$ cat src/sv/sorted_priority_list_with_cursor_macros.svh
// ----------------------------------------------------------------------------
// sorted priority list assertion macros
// concurrent checks clocked on clk, disabled while rst_n is low
// ----------------------------------------------------------------------------
`ifndef SORTED_PRIORITY_LIST_WITH_CURSOR_MACROS_SVH
`define SORTED_PRIORITY_LIST_WITH_CURSOR_MACROS_SVH

`ifndef NO_ASSERTIONS

// pre implies post in the same cycle
`define SPL_ASSERT_IMPL(name, pre, post) \
    name: assert property (@(posedge clk) disable iff (!rst_n) (pre) |-> (post)) \
        else $error("sorted priority list check failed");

// pre implies post in the next cycle
`define SPL_ASSERT_NEXT(name, pre, post) \
    name: assert property (@(posedge clk) disable iff (!rst_n) (pre) |=> (post)) \
        else $error("sorted priority list check failed");

`else

`define SPL_ASSERT_IMPL(name, pre, post)
`define SPL_ASSERT_NEXT(name, pre, post)

`endif

`endif

$ cat src/sv/spl_pkg.sv
// ----------------------------------------------------------------------------
// spl_pkg
// shared types and constants of the sorted priority list
// ----------------------------------------------------------------------------
package spl_pkg;

    localparam int CAPACITY    = 16;
    localparam int HANDLE_BITS = 16;
    localparam int CUR_W       = $clog2(CAPACITY);
    localparam int CNT_W       = $clog2(CAPACITY + 1);

    typedef enum logic [2:0] {
        CMD_INSERT    = 3'd0,
        CMD_REMOVE    = 3'd1,
        CMD_GET_FIRST = 3'd2,
        CMD_GET_NEXT  = 3'd3,
        CMD_CLEAR     = 3'd4
    } cmd_t;

    typedef enum logic [1:0] {
        ST_OK        = 2'd0,
        ST_NOT_FOUND = 2'd1,
        ST_FULL      = 2'd2,
        ST_END       = 2'd3
    } status_t;

    // per-cell control from the sequencer
    typedef struct packed {
        logic capture;   // latch compare flags against the incoming item
        logic do_ins;    // insert applies this cycle
        logic do_rem;    // remove applies this cycle
        logic occupied;  // cell index below entry count
        logic at_count;  // cell index equals entry count
    } cell_ctrl_t;

endpackage

$ cat src/sv/spl_cell.sv
// ----------------------------------------------------------------------------
// spl_cell
// one slot of the list: holds an entry, compares it with the incoming item
// and shifts toward either neighbor on insert or remove
// ----------------------------------------------------------------------------
module spl_cell
    import spl_pkg::*;
(
    input  logic                          clk,
    input  logic                          rst_n,
    input  cell_ctrl_t                    ctrl,
    input  logic signed [31:0]            cmp_key,
    input  logic        [HANDLE_BITS-1:0] cmp_handle,
    input  logic signed [31:0]            new_key,
    input  logic        [HANDLE_BITS-1:0] new_handle,
    input  logic signed [31:0]            left_key,
    input  logic        [HANDLE_BITS-1:0] left_handle,
    input  logic signed [31:0]            right_key,
    input  logic        [HANDLE_BITS-1:0] right_handle,
    input  logic                          left_less,
    input  logic                          seen_in,
    output logic signed [31:0]            key_q,
    output logic        [HANDLE_BITS-1:0] handle_q,
    output logic                          less_q,
    output logic                          match_q,
    output logic                          seen_out
);

    typedef enum logic [1:0] {
        OP_HOLD,
        OP_LOAD,
        OP_TAKE_LEFT,
        OP_TAKE_RIGHT
    } cell_op_t;

    logic signed [31:0]            key_reg;
    logic        [HANDLE_BITS-1:0] handle_reg;
    logic                          less_reg;
    logic                          match_reg;
    logic                          less_next;
    logic                          match_next;
    cell_op_t                      op;

    assign less_next  = ctrl.occupied && (key_reg < cmp_key);
    assign match_next = ctrl.occupied && (key_reg == cmp_key) && (handle_reg == cmp_handle);

    always_comb
    begin
        op = OP_HOLD;
        if (ctrl.do_ins)
        begin
            // first cell past the equal-or-greater run takes the new entry
            if ((less_reg || ctrl.at_count) && !left_less)
                op = OP_LOAD;
            else if (left_less)
                op = OP_TAKE_LEFT;
        end
        else if (ctrl.do_rem)
        begin
            if (seen_in || match_reg)
                op = OP_TAKE_RIGHT;
        end
    end

    always_ff @(posedge clk or negedge rst_n)
    begin
        if (!rst_n)
        begin
            less_reg  <= 1'b0;
            match_reg <= 1'b0;
        end
        else if (ctrl.capture)
        begin
            less_reg  <= less_next;
            match_reg <= match_next;
        end
    end

    always_ff @(posedge clk)
    begin
        case (op)
            OP_LOAD:
            begin
                key_reg    <= new_key;
                handle_reg <= new_handle;
            end
            OP_TAKE_LEFT:
            begin
                key_reg    <= left_key;
                handle_reg <= left_handle;
            end
            OP_TAKE_RIGHT:
            begin
                key_reg    <= right_key;
                handle_reg <= right_handle;
            end
            default:
            begin
                key_reg    <= key_reg;
                handle_reg <= handle_reg;
            end
        endcase
    end

    assign key_q    = key_reg;
    assign handle_q = handle_reg;
    assign less_q   = less_reg;
    assign match_q  = match_reg;
    assign seen_out = seen_in || match_reg;

endmodule

$ cat src/sv/sorted_priority_list_with_cursor.sv
// ----------------------------------------------------------------------------
// sorted_priority_list_with_cursor
// bounded list of (signed key, handle) entries in descending key order,
// kept in a row of shifting cells, with a read cursor
//
//   channel  signals                          direction
//   input    in_valid in_stall cmd key handle  command in
//   output   out_valid out_stall status        result out
//            out_handle out_key
//
// every command runs in two steps: the transfer cycle latches compare flags
// in all cells at once, then the execute state shifts the row and loads the result
// register. a stalled result holds the block in its execute state; the next
// command is taken while a finished result waits on the output.
// reset is asynchronous and empties the list at once; no clearing pass.
// ----------------------------------------------------------------------------
`include "sorted_priority_list_with_cursor_macros.svh"

module sorted_priority_list_with_cursor
    import spl_pkg::*;
(
    input  logic               clk,
    input  logic               rst_n,
    input  logic               in_valid,
    output logic               in_stall,
    input  logic [2:0]         cmd,
    input  logic signed [31:0] key,
    input  logic [15:0]        handle,
    output logic               out_valid,
    input  logic               out_stall,
    output logic [1:0]         status,
    output logic [15:0]        out_handle,
    output logic signed [31:0] out_key
);

    typedef enum logic {
        S_IDLE,
        S_EXEC
    } state_t;

    state_t                   state_reg, state_next;
    logic [2:0]               cmd_reg, cmd_next;
    logic signed [31:0]       key_reg, key_next;
    logic [HANDLE_BITS-1:0]   handle_reg, handle_next;
    logic [CNT_W-1:0]         count_reg, count_next;
    logic [CUR_W-1:0]         cursor_reg, cursor_next;
    logic                     cvalid_reg, cvalid_next;
    logic                     skip_reg, skip_next;
    logic                     out_valid_reg, out_valid_next;
    status_t                  status_reg, status_next;
    logic [15:0]              out_handle_reg, out_handle_next;
    logic signed [31:0]       out_key_reg, out_key_next;

    logic                     accept;
    logic                     fire;
    logic                     full;
    logic                     found;
    logic [HANDLE_BITS-1:0]   in_handle_st;
    logic [CUR_W:0]           newpos;
    logic [CUR_W-1:0]         rd_idx;

    logic signed [31:0]       cell_key    [CAPACITY];
    logic [HANDLE_BITS-1:0]   cell_handle [CAPACITY];
    logic                     cell_less   [CAPACITY];
    logic                     cell_match  [CAPACITY];
    logic                     cell_seen   [CAPACITY+1];
    cell_ctrl_t               cell_ctrl   [CAPACITY];

    assign in_stall     = (state_reg != S_IDLE);
    assign accept       = in_valid && !in_stall;
    assign fire         = (state_reg == S_EXEC) && (!out_valid_reg || !out_stall);
    assign full         = (count_reg == CNT_W'(CAPACITY));
    assign in_handle_st = HANDLE_BITS'({{HANDLE_BITS{1'b0}}, handle});
    assign cell_seen[0] = 1'b0;
    assign found        = cell_seen[CAPACITY];

    // cell row
    genvar gi;
    generate
        for (gi = 0; gi < CAPACITY; gi++)
        begin : g_cell
            logic signed [31:0]     lk;
            logic [HANDLE_BITS-1:0] lh;
            logic                   ll;
            logic signed [31:0]     rk;
            logic [HANDLE_BITS-1:0] rh;

            if (gi == 0)
            begin : g_head
                assign lk = '0;
                assign lh = '0;
                assign ll = 1'b0;
            end
            else
            begin : g_inner
                assign lk = cell_key[gi-1];
                assign lh = cell_handle[gi-1];
                assign ll = cell_less[gi-1];
            end

            if (gi == CAPACITY - 1)
            begin : g_tail
                assign rk = '0;
                assign rh = '0;
            end
            else
            begin : g_body
                assign rk = cell_key[gi+1];
                assign rh = cell_handle[gi+1];
            end

            assign cell_ctrl[gi].capture  = accept;
            assign cell_ctrl[gi].do_ins   = fire && (cmd_reg == CMD_INSERT) && !full;
            assign cell_ctrl[gi].do_rem   = fire && (cmd_reg == CMD_REMOVE);
            assign cell_ctrl[gi].occupied = (count_reg > CNT_W'(gi));
            assign cell_ctrl[gi].at_count = (count_reg == CNT_W'(gi));

            spl_cell u_cell (
                .clk          (clk),
                .rst_n        (rst_n),
                .ctrl         (cell_ctrl[gi]),
                .cmp_key      (key),
                .cmp_handle   (in_handle_st),
                .new_key      (key_reg),
                .new_handle   (handle_reg),
                .left_key     (lk),
                .left_handle  (lh),
                .right_key    (rk),
                .right_handle (rh),
                .left_less    (ll),
                .seen_in      (cell_seen[gi]),
                .key_q        (cell_key[gi]),
                .handle_q     (cell_handle[gi]),
                .less_q       (cell_less[gi]),
                .match_q      (cell_match[gi]),
                .seen_out     (cell_seen[gi+1])
            );
        end
    endgenerate

    // position the cursor lands on for get next
    assign newpos = skip_reg ? {1'b0, cursor_reg} : ({1'b0, cursor_reg} + 1'b1);
    assign rd_idx = (cmd_reg == CMD_GET_FIRST) ? '0 : newpos[CUR_W-1:0];

    always_comb
    begin
        state_next      = state_reg;
        cmd_next        = cmd_reg;
        key_next        = key_reg;
        handle_next     = handle_reg;
        count_next      = count_reg;
        cursor_next     = cursor_reg;
        cvalid_next     = cvalid_reg;
        skip_next       = skip_reg;
        out_valid_next  = out_valid_reg;
        status_next     = status_reg;
        out_handle_next = out_handle_reg;
        out_key_next    = out_key_reg;

        if (out_valid_reg && !out_stall)
            out_valid_next = 1'b0;

        if (accept)
        begin
            state_next  = S_EXEC;
            cmd_next    = cmd;
            key_next    = key;
            handle_next = in_handle_st;
        end

        if (fire)
        begin
            state_next      = S_IDLE;
            out_valid_next  = 1'b1;
            status_next     = ST_OK;
            out_handle_next = '0;
            out_key_next    = '0;
            case (cmd_reg)
                CMD_INSERT:
                begin
                    if (full)
                        status_next = ST_FULL;
                    else
                    begin
                        count_next = count_reg + 1'b1;
                        if (cvalid_reg && cell_less[cursor_reg])
                            cursor_next = cursor_reg + 1'b1;
                    end
                end
                CMD_REMOVE:
                begin
                    if (!found)
                        status_next = ST_NOT_FOUND;
                    else
                    begin
                        count_next = count_reg - 1'b1;
                        if (cvalid_reg)
                        begin
                            // removed entry is the one under the cursor
                            if (cell_match[cursor_reg] && !cell_seen[{1'b0, cursor_reg}])
                            begin
                                if (cursor_reg == '0)
                                begin
                                    cvalid_next = (count_reg != CNT_W'(1));
                                    skip_next   = 1'b1;
                                end
                                else
                                    cursor_next = cursor_reg - 1'b1;
                            end
                            else if (cell_seen[{1'b0, cursor_reg}])
                                cursor_next = cursor_reg - 1'b1;
                        end
                    end
                end
                CMD_GET_FIRST:
                begin
                    skip_next   = 1'b0;
                    cursor_next = '0;
                    if (count_reg != '0)
                    begin
                        cvalid_next     = 1'b1;
                        out_handle_next = 16'({{16{1'b0}}, cell_handle[rd_idx]});
                        out_key_next    = cell_key[rd_idx];
                    end
                    else
                    begin
                        cvalid_next = 1'b0;
                        status_next = ST_END;
                    end
                end
                CMD_GET_NEXT:
                begin
                    if (!cvalid_reg)
                        status_next = ST_END;
                    else
                    begin
                        skip_next   = 1'b0;
                        cursor_next = newpos[CUR_W-1:0];
                        if (newpos < (CUR_W+1)'(count_reg))
                        begin
                            out_handle_next = 16'({{16{1'b0}}, cell_handle[rd_idx]});
                            out_key_next    = cell_key[rd_idx];
                        end
                        else
                        begin
                            cvalid_next = 1'b0;
                            status_next = ST_END;
                        end
                    end
                end
                CMD_CLEAR:
                begin
                    count_next  = '0;
                    cursor_next = '0;
                    cvalid_next = 1'b0;
                    skip_next   = 1'b0;
                end
                default:
                begin
                    status_next = ST_OK;
                end
            endcase
        end
    end

    always_ff @(posedge clk or negedge rst_n)
    begin
        if (!rst_n)
        begin
            state_reg      <= S_IDLE;
            cmd_reg        <= '0;
            key_reg        <= '0;
            handle_reg     <= '0;
            count_reg      <= '0;
            cursor_reg     <= '0;
            cvalid_reg     <= 1'b0;
            skip_reg       <= 1'b0;
            out_valid_reg  <= 1'b0;
            status_reg     <= ST_OK;
            out_handle_reg <= '0;
            out_key_reg    <= '0;
        end
        else
        begin
            state_reg      <= state_next;
            cmd_reg        <= cmd_next;
            key_reg        <= key_next;
            handle_reg     <= handle_next;
            count_reg      <= count_next;
            cursor_reg     <= cursor_next;
            cvalid_reg     <= cvalid_next;
            skip_reg       <= skip_next;
            out_valid_reg  <= out_valid_next;
            status_reg     <= status_next;
            out_handle_reg <= out_handle_next;
            out_key_reg    <= out_key_next;
        end
    end

    assign out_valid  = out_valid_reg;
    assign status     = status_reg;
    assign out_handle = out_handle_reg;
    assign out_key    = out_key_reg;

    `SPL_ASSERT_IMPL(a_count_bound, 1'b1, count_reg <= CNT_W'(CAPACITY))
    `SPL_ASSERT_IMPL(a_cursor_in_list, cvalid_reg, CNT_W'(cursor_reg) < count_reg)
    `SPL_ASSERT_NEXT(a_accept_to_exec, accept, state_reg == S_EXEC)
    `SPL_ASSERT_NEXT(a_fire_gives_result, fire, out_valid_reg && state_reg == S_IDLE)

endmodule

$ cat config.mk
export PLATFORM = sky130hd
export DESIGN_NAME = sorted_priority_list_with_cursor
export DESIGN_NICKNAME = d
export VERILOG_FILES = /design/src/sv/spl_pkg.sv /design/src/sv/spl_cell.sv /design/src/sv/sorted_priority_list_with_cursor.sv
export VERILOG_INCLUDE_DIRS = /design/src /design/src/sv
export SDC_FILE = /design/constraint.sdc
export NUM_CORES = 2
export LEC_CHECK = 0
export ABC_AREA = 1
export BUFFER_PORTS_ARGS = -buffer_cell sky130_fd_sc_hd__clkbuf_2
export CAP_MARGIN = 15
export CORE_AREA = 2 2 381 383
export CTS_CLUSTER_SIZE = 28
export DETAILED_ROUTE_END_ITERATION = 10
export DIE_AREA = 0 0 383 385
export MAX_ROUTING_LAYER = met4
export REMOVE_ABC_BUFFERS = 1
export SYNTH_ARGS = -nofsm -noshare
export SYNTH_HDL_FRONTEND = slang
export SYNTH_SLANG_ARGS = --single-unit
$ cat constraint.sdc
create_clock -name clk -period 8.64 [get_ports clk]
set_clock_uncertainty 0.1 [all_clocks]
set_input_delay 1.728 -clock clk [delete_from_list [all_inputs] [get_ports clk]]
set_output_delay 1.728 -clock clk [all_outputs]
set_load 0.005 [all_outputs]
==> impl_metrics.toml <==
[status]
outcome = "completed"

[global_routing]
grt_max_degree = 174
overflow = 0
antenna_found_initial = 20
grtUsageTotal_pct = 38.5
grt_pass1_wl_um = 405000
grt_pass1_vias = 58400

[clocking]
cts_buffer_depth = 3
cts_root_buf = "clkbuf_16"
cts.htree.levels = 3
cts_tree = "done"
clk_latency_ns = 0.79
cts_made_buffers = 111
ctsResizeCount = 0
postCtsSetupRepairBufs = 0
clk_transition_reported_paths_ns = 0.06
clock-sinks = 914
holdBufCountCts = 0

[final_layout]
syn2layout_area_growth_pct = 9.14
nets = 7838
fill_cells = 13500
stdcell_area_um2 = 70000
final_common_cell = "nand2_1"
multi_input_area_um2 = 31900
final_cells = 9277
drive_gt1_share_pct = 7.14
regArea_um2 = 26700
layout_common_cells = "nand2_1, inv_1, o221ai_1, edfxtp_1, ha_1"
largest_reg_flops = 512

[drt]
drt-initial-drc-count = 9834
wl_per_cell_um = 30.5
vias = 62300
dr.pass1.iters = 7
drc = 0
wl_um = 283000
viasPerCell = 6.72
detail-route-antenna-nets = 0

[floorplan]
dieArea_um2 = 147000
die_w_um = 383
core_area_um2 = 143000
initial_core_util_pct = 44.8
ios = 107
fp.dieH_um = 385
core.rowCount = 139

[pwr]
power_frac_clock_pct = 26.0
p_leak_nw = 29.8
finalPower_w = 0.0192
power_density_nw_per_um2 = 274
ir_drop_mv = 0.346
combPwrFrac_pct = 41.7
p_sw_share_pct = 44.4
p_switching_w = 0.00851
power_frac_seq_pct = 32.3
p_int_w = 0.0107

[worst_setup_path]
regToRegSetupSlack_ns = 3.33
cp_cell_sequence = "inv_2 > ha_1 > nand2_1 > o21ai_4 > nand2_2 > inv_6 > buf_4 > o21ai_0 > a21oi_1 > o21ai_0 > nand2_1 > nor2_1 > a21oi_1 > o21ai_1"
required_ns = 9.16
reg2regPathDepth = 14
critPathCaptureType = "flip-flop"
cp_slowest_cell = "dfrtp_1"
max_stage_delay_ns = 0.85
crit_arrival_ns = 5.83
path_class = "reg -> reg"
start_kind = "flip-flop"
crit_fanout = 73

[timing]
setup_ws_ns = 3.33
slew_violations = 0
finalHoldViolCount = 0
finalCritPeriodShare_pct = 61.4
setup_violations = 0
period_needed_ns = 5.31
rsz0062_at_grt = "no"
worst_slew_pin_slew_ns = 1.44
max_freq_mhz = 188
relSlewSlack_pct = 3.51

[run]
cap_violations = 0

[yosys]
ys_types = 56
ys_ff_latch = 914
syn_area_um2 = 64100
yosysSeqAreaShare_pct = 41.6
synthCells = 7463
yosys_warnings = 0
syn_avg_cell_area_um2 = 8.60

[min_path]
hold_path_class = "reg -> reg"
min_delay_path_depth = 2

[placement]
placed_cells = 9042
routabilityCongestion = 1.01
pre_cts_ws_ns = 2.76
io_buffer_count = 106
dp_hpwl_um = 192000
dpl_cell_area_um2 = 66200
==> logic make-up after synthesis <==
family	Yosys count	synth area share (%)
AO/OA/AOI/OAI	2176	23.4
XOR/XNOR	104	1.42
adder cells (fa/ha/maj)	526	10.3
buffers and inverters	1545	9.37
flip-flops	914	41.6
AND/OR/NAND/NOR	2198	13.9
==> synth_stat cells, drive strengths merged <==
cell type  number  area [um^2]
a31o            2         17.5
fa              1         20.0
xnor2          44          385
a221oi         31          272
nor4           48          300
o211ai         25          188
nand2        1435         5390
inv           984         3700
nor4b           3         26.3
ha            525         6570
or2             4         25.0
clkbuf        337         1260
o31ai           8         60.1
a21boi          2         15.0
nand3b          7         52.6
nand4          87          581
o221ai        781         6840
a211oi        106          796
o311ai         85          744
buf           222         1040
o21bai          4         30.0
xor2           60          526
nor3           43          226
a21oi         451         2260
o2111ai        27          243
a221o           2         20.0
o41ai           3         26.3
or4             2         15.0
a31oi          16          100
a21o            7         52.6
o21ai         517         2590
clkinv          2         7.51
a2111oi        14          123
or3             1         6.26
o21a           12         90.1
dfrtp         146         3650
nand3          99          495
nor2          469         1810
o22ai          83          519
edfxtp        768        23100
==> routing by layer <==
metal	global-route usage (%)	vias up	routed length, um
met2	55.4	4740	120000
met5	-	-	0
met1	48.8	29900	107000
met4	20.2	0	16800
li1	-	26800	-
met3	11.6	887	39500
==> stage by stage <==
stage	hold slack (ns)	setup TNS [ns]	utilization, %
after floorplan	0.364	-195.47	-
after global placement	0.369	0	46.2
after detailed placement	0.371	0	46.3
after CTS	0.386	0	48.9
after global routing	0.401	0	48.9
final	0.382	0	48.9
==> worst max-delay path: cells and delay by family (launching register included) <==
kind | cells | cell delay, ns
compound gates | 6 | 1.37
fa+ha+maj | 1 | 0.39
buf+inv | 3 | 1.53
flops | 1 | 0.85
simple gates | 4 | 0.80
==> final timing paths <==
kind | from | to
max in group asynchronous | rst_n | key_reg[10]
worst max register to register | cursor_reg[1] | out_handle[12]
worst max-delay path | cursor_reg[1] | out_handle[12]
worst min-delay path | status[1] | status[1]
worst min register to register | status[1] | status[1]
min in group asynchronous | rst_n | handle_reg[5]
==> area by class of cell <==
type | count | area share [%]
diodes | 18 | 0.0643
clock buffers | 153 | 4.35
clock inverters | 59 | 0.960
inverters | 986 | 5.30
multi-input cells | 5004 | 45.5
flip-flops and latches | 914 | 38.2
well taps | 1903 | 3.40
repair buffers | 240 | 2.26
==> power groups by stage <==
stage	Clock, W	Combinational, W	Sequential, W
finish	0.00497	0.00800	0.00619
global route	0.00514	0.00853	0.00624
detailed placement	0	0.00764	0.00624
global placement	0	0.00750	0.00624
CTS	0.00497	0.00767	0.00616
floorplan	0	0.00484	0.00604
No activity file was read; power rests on OpenSTA's default activity.
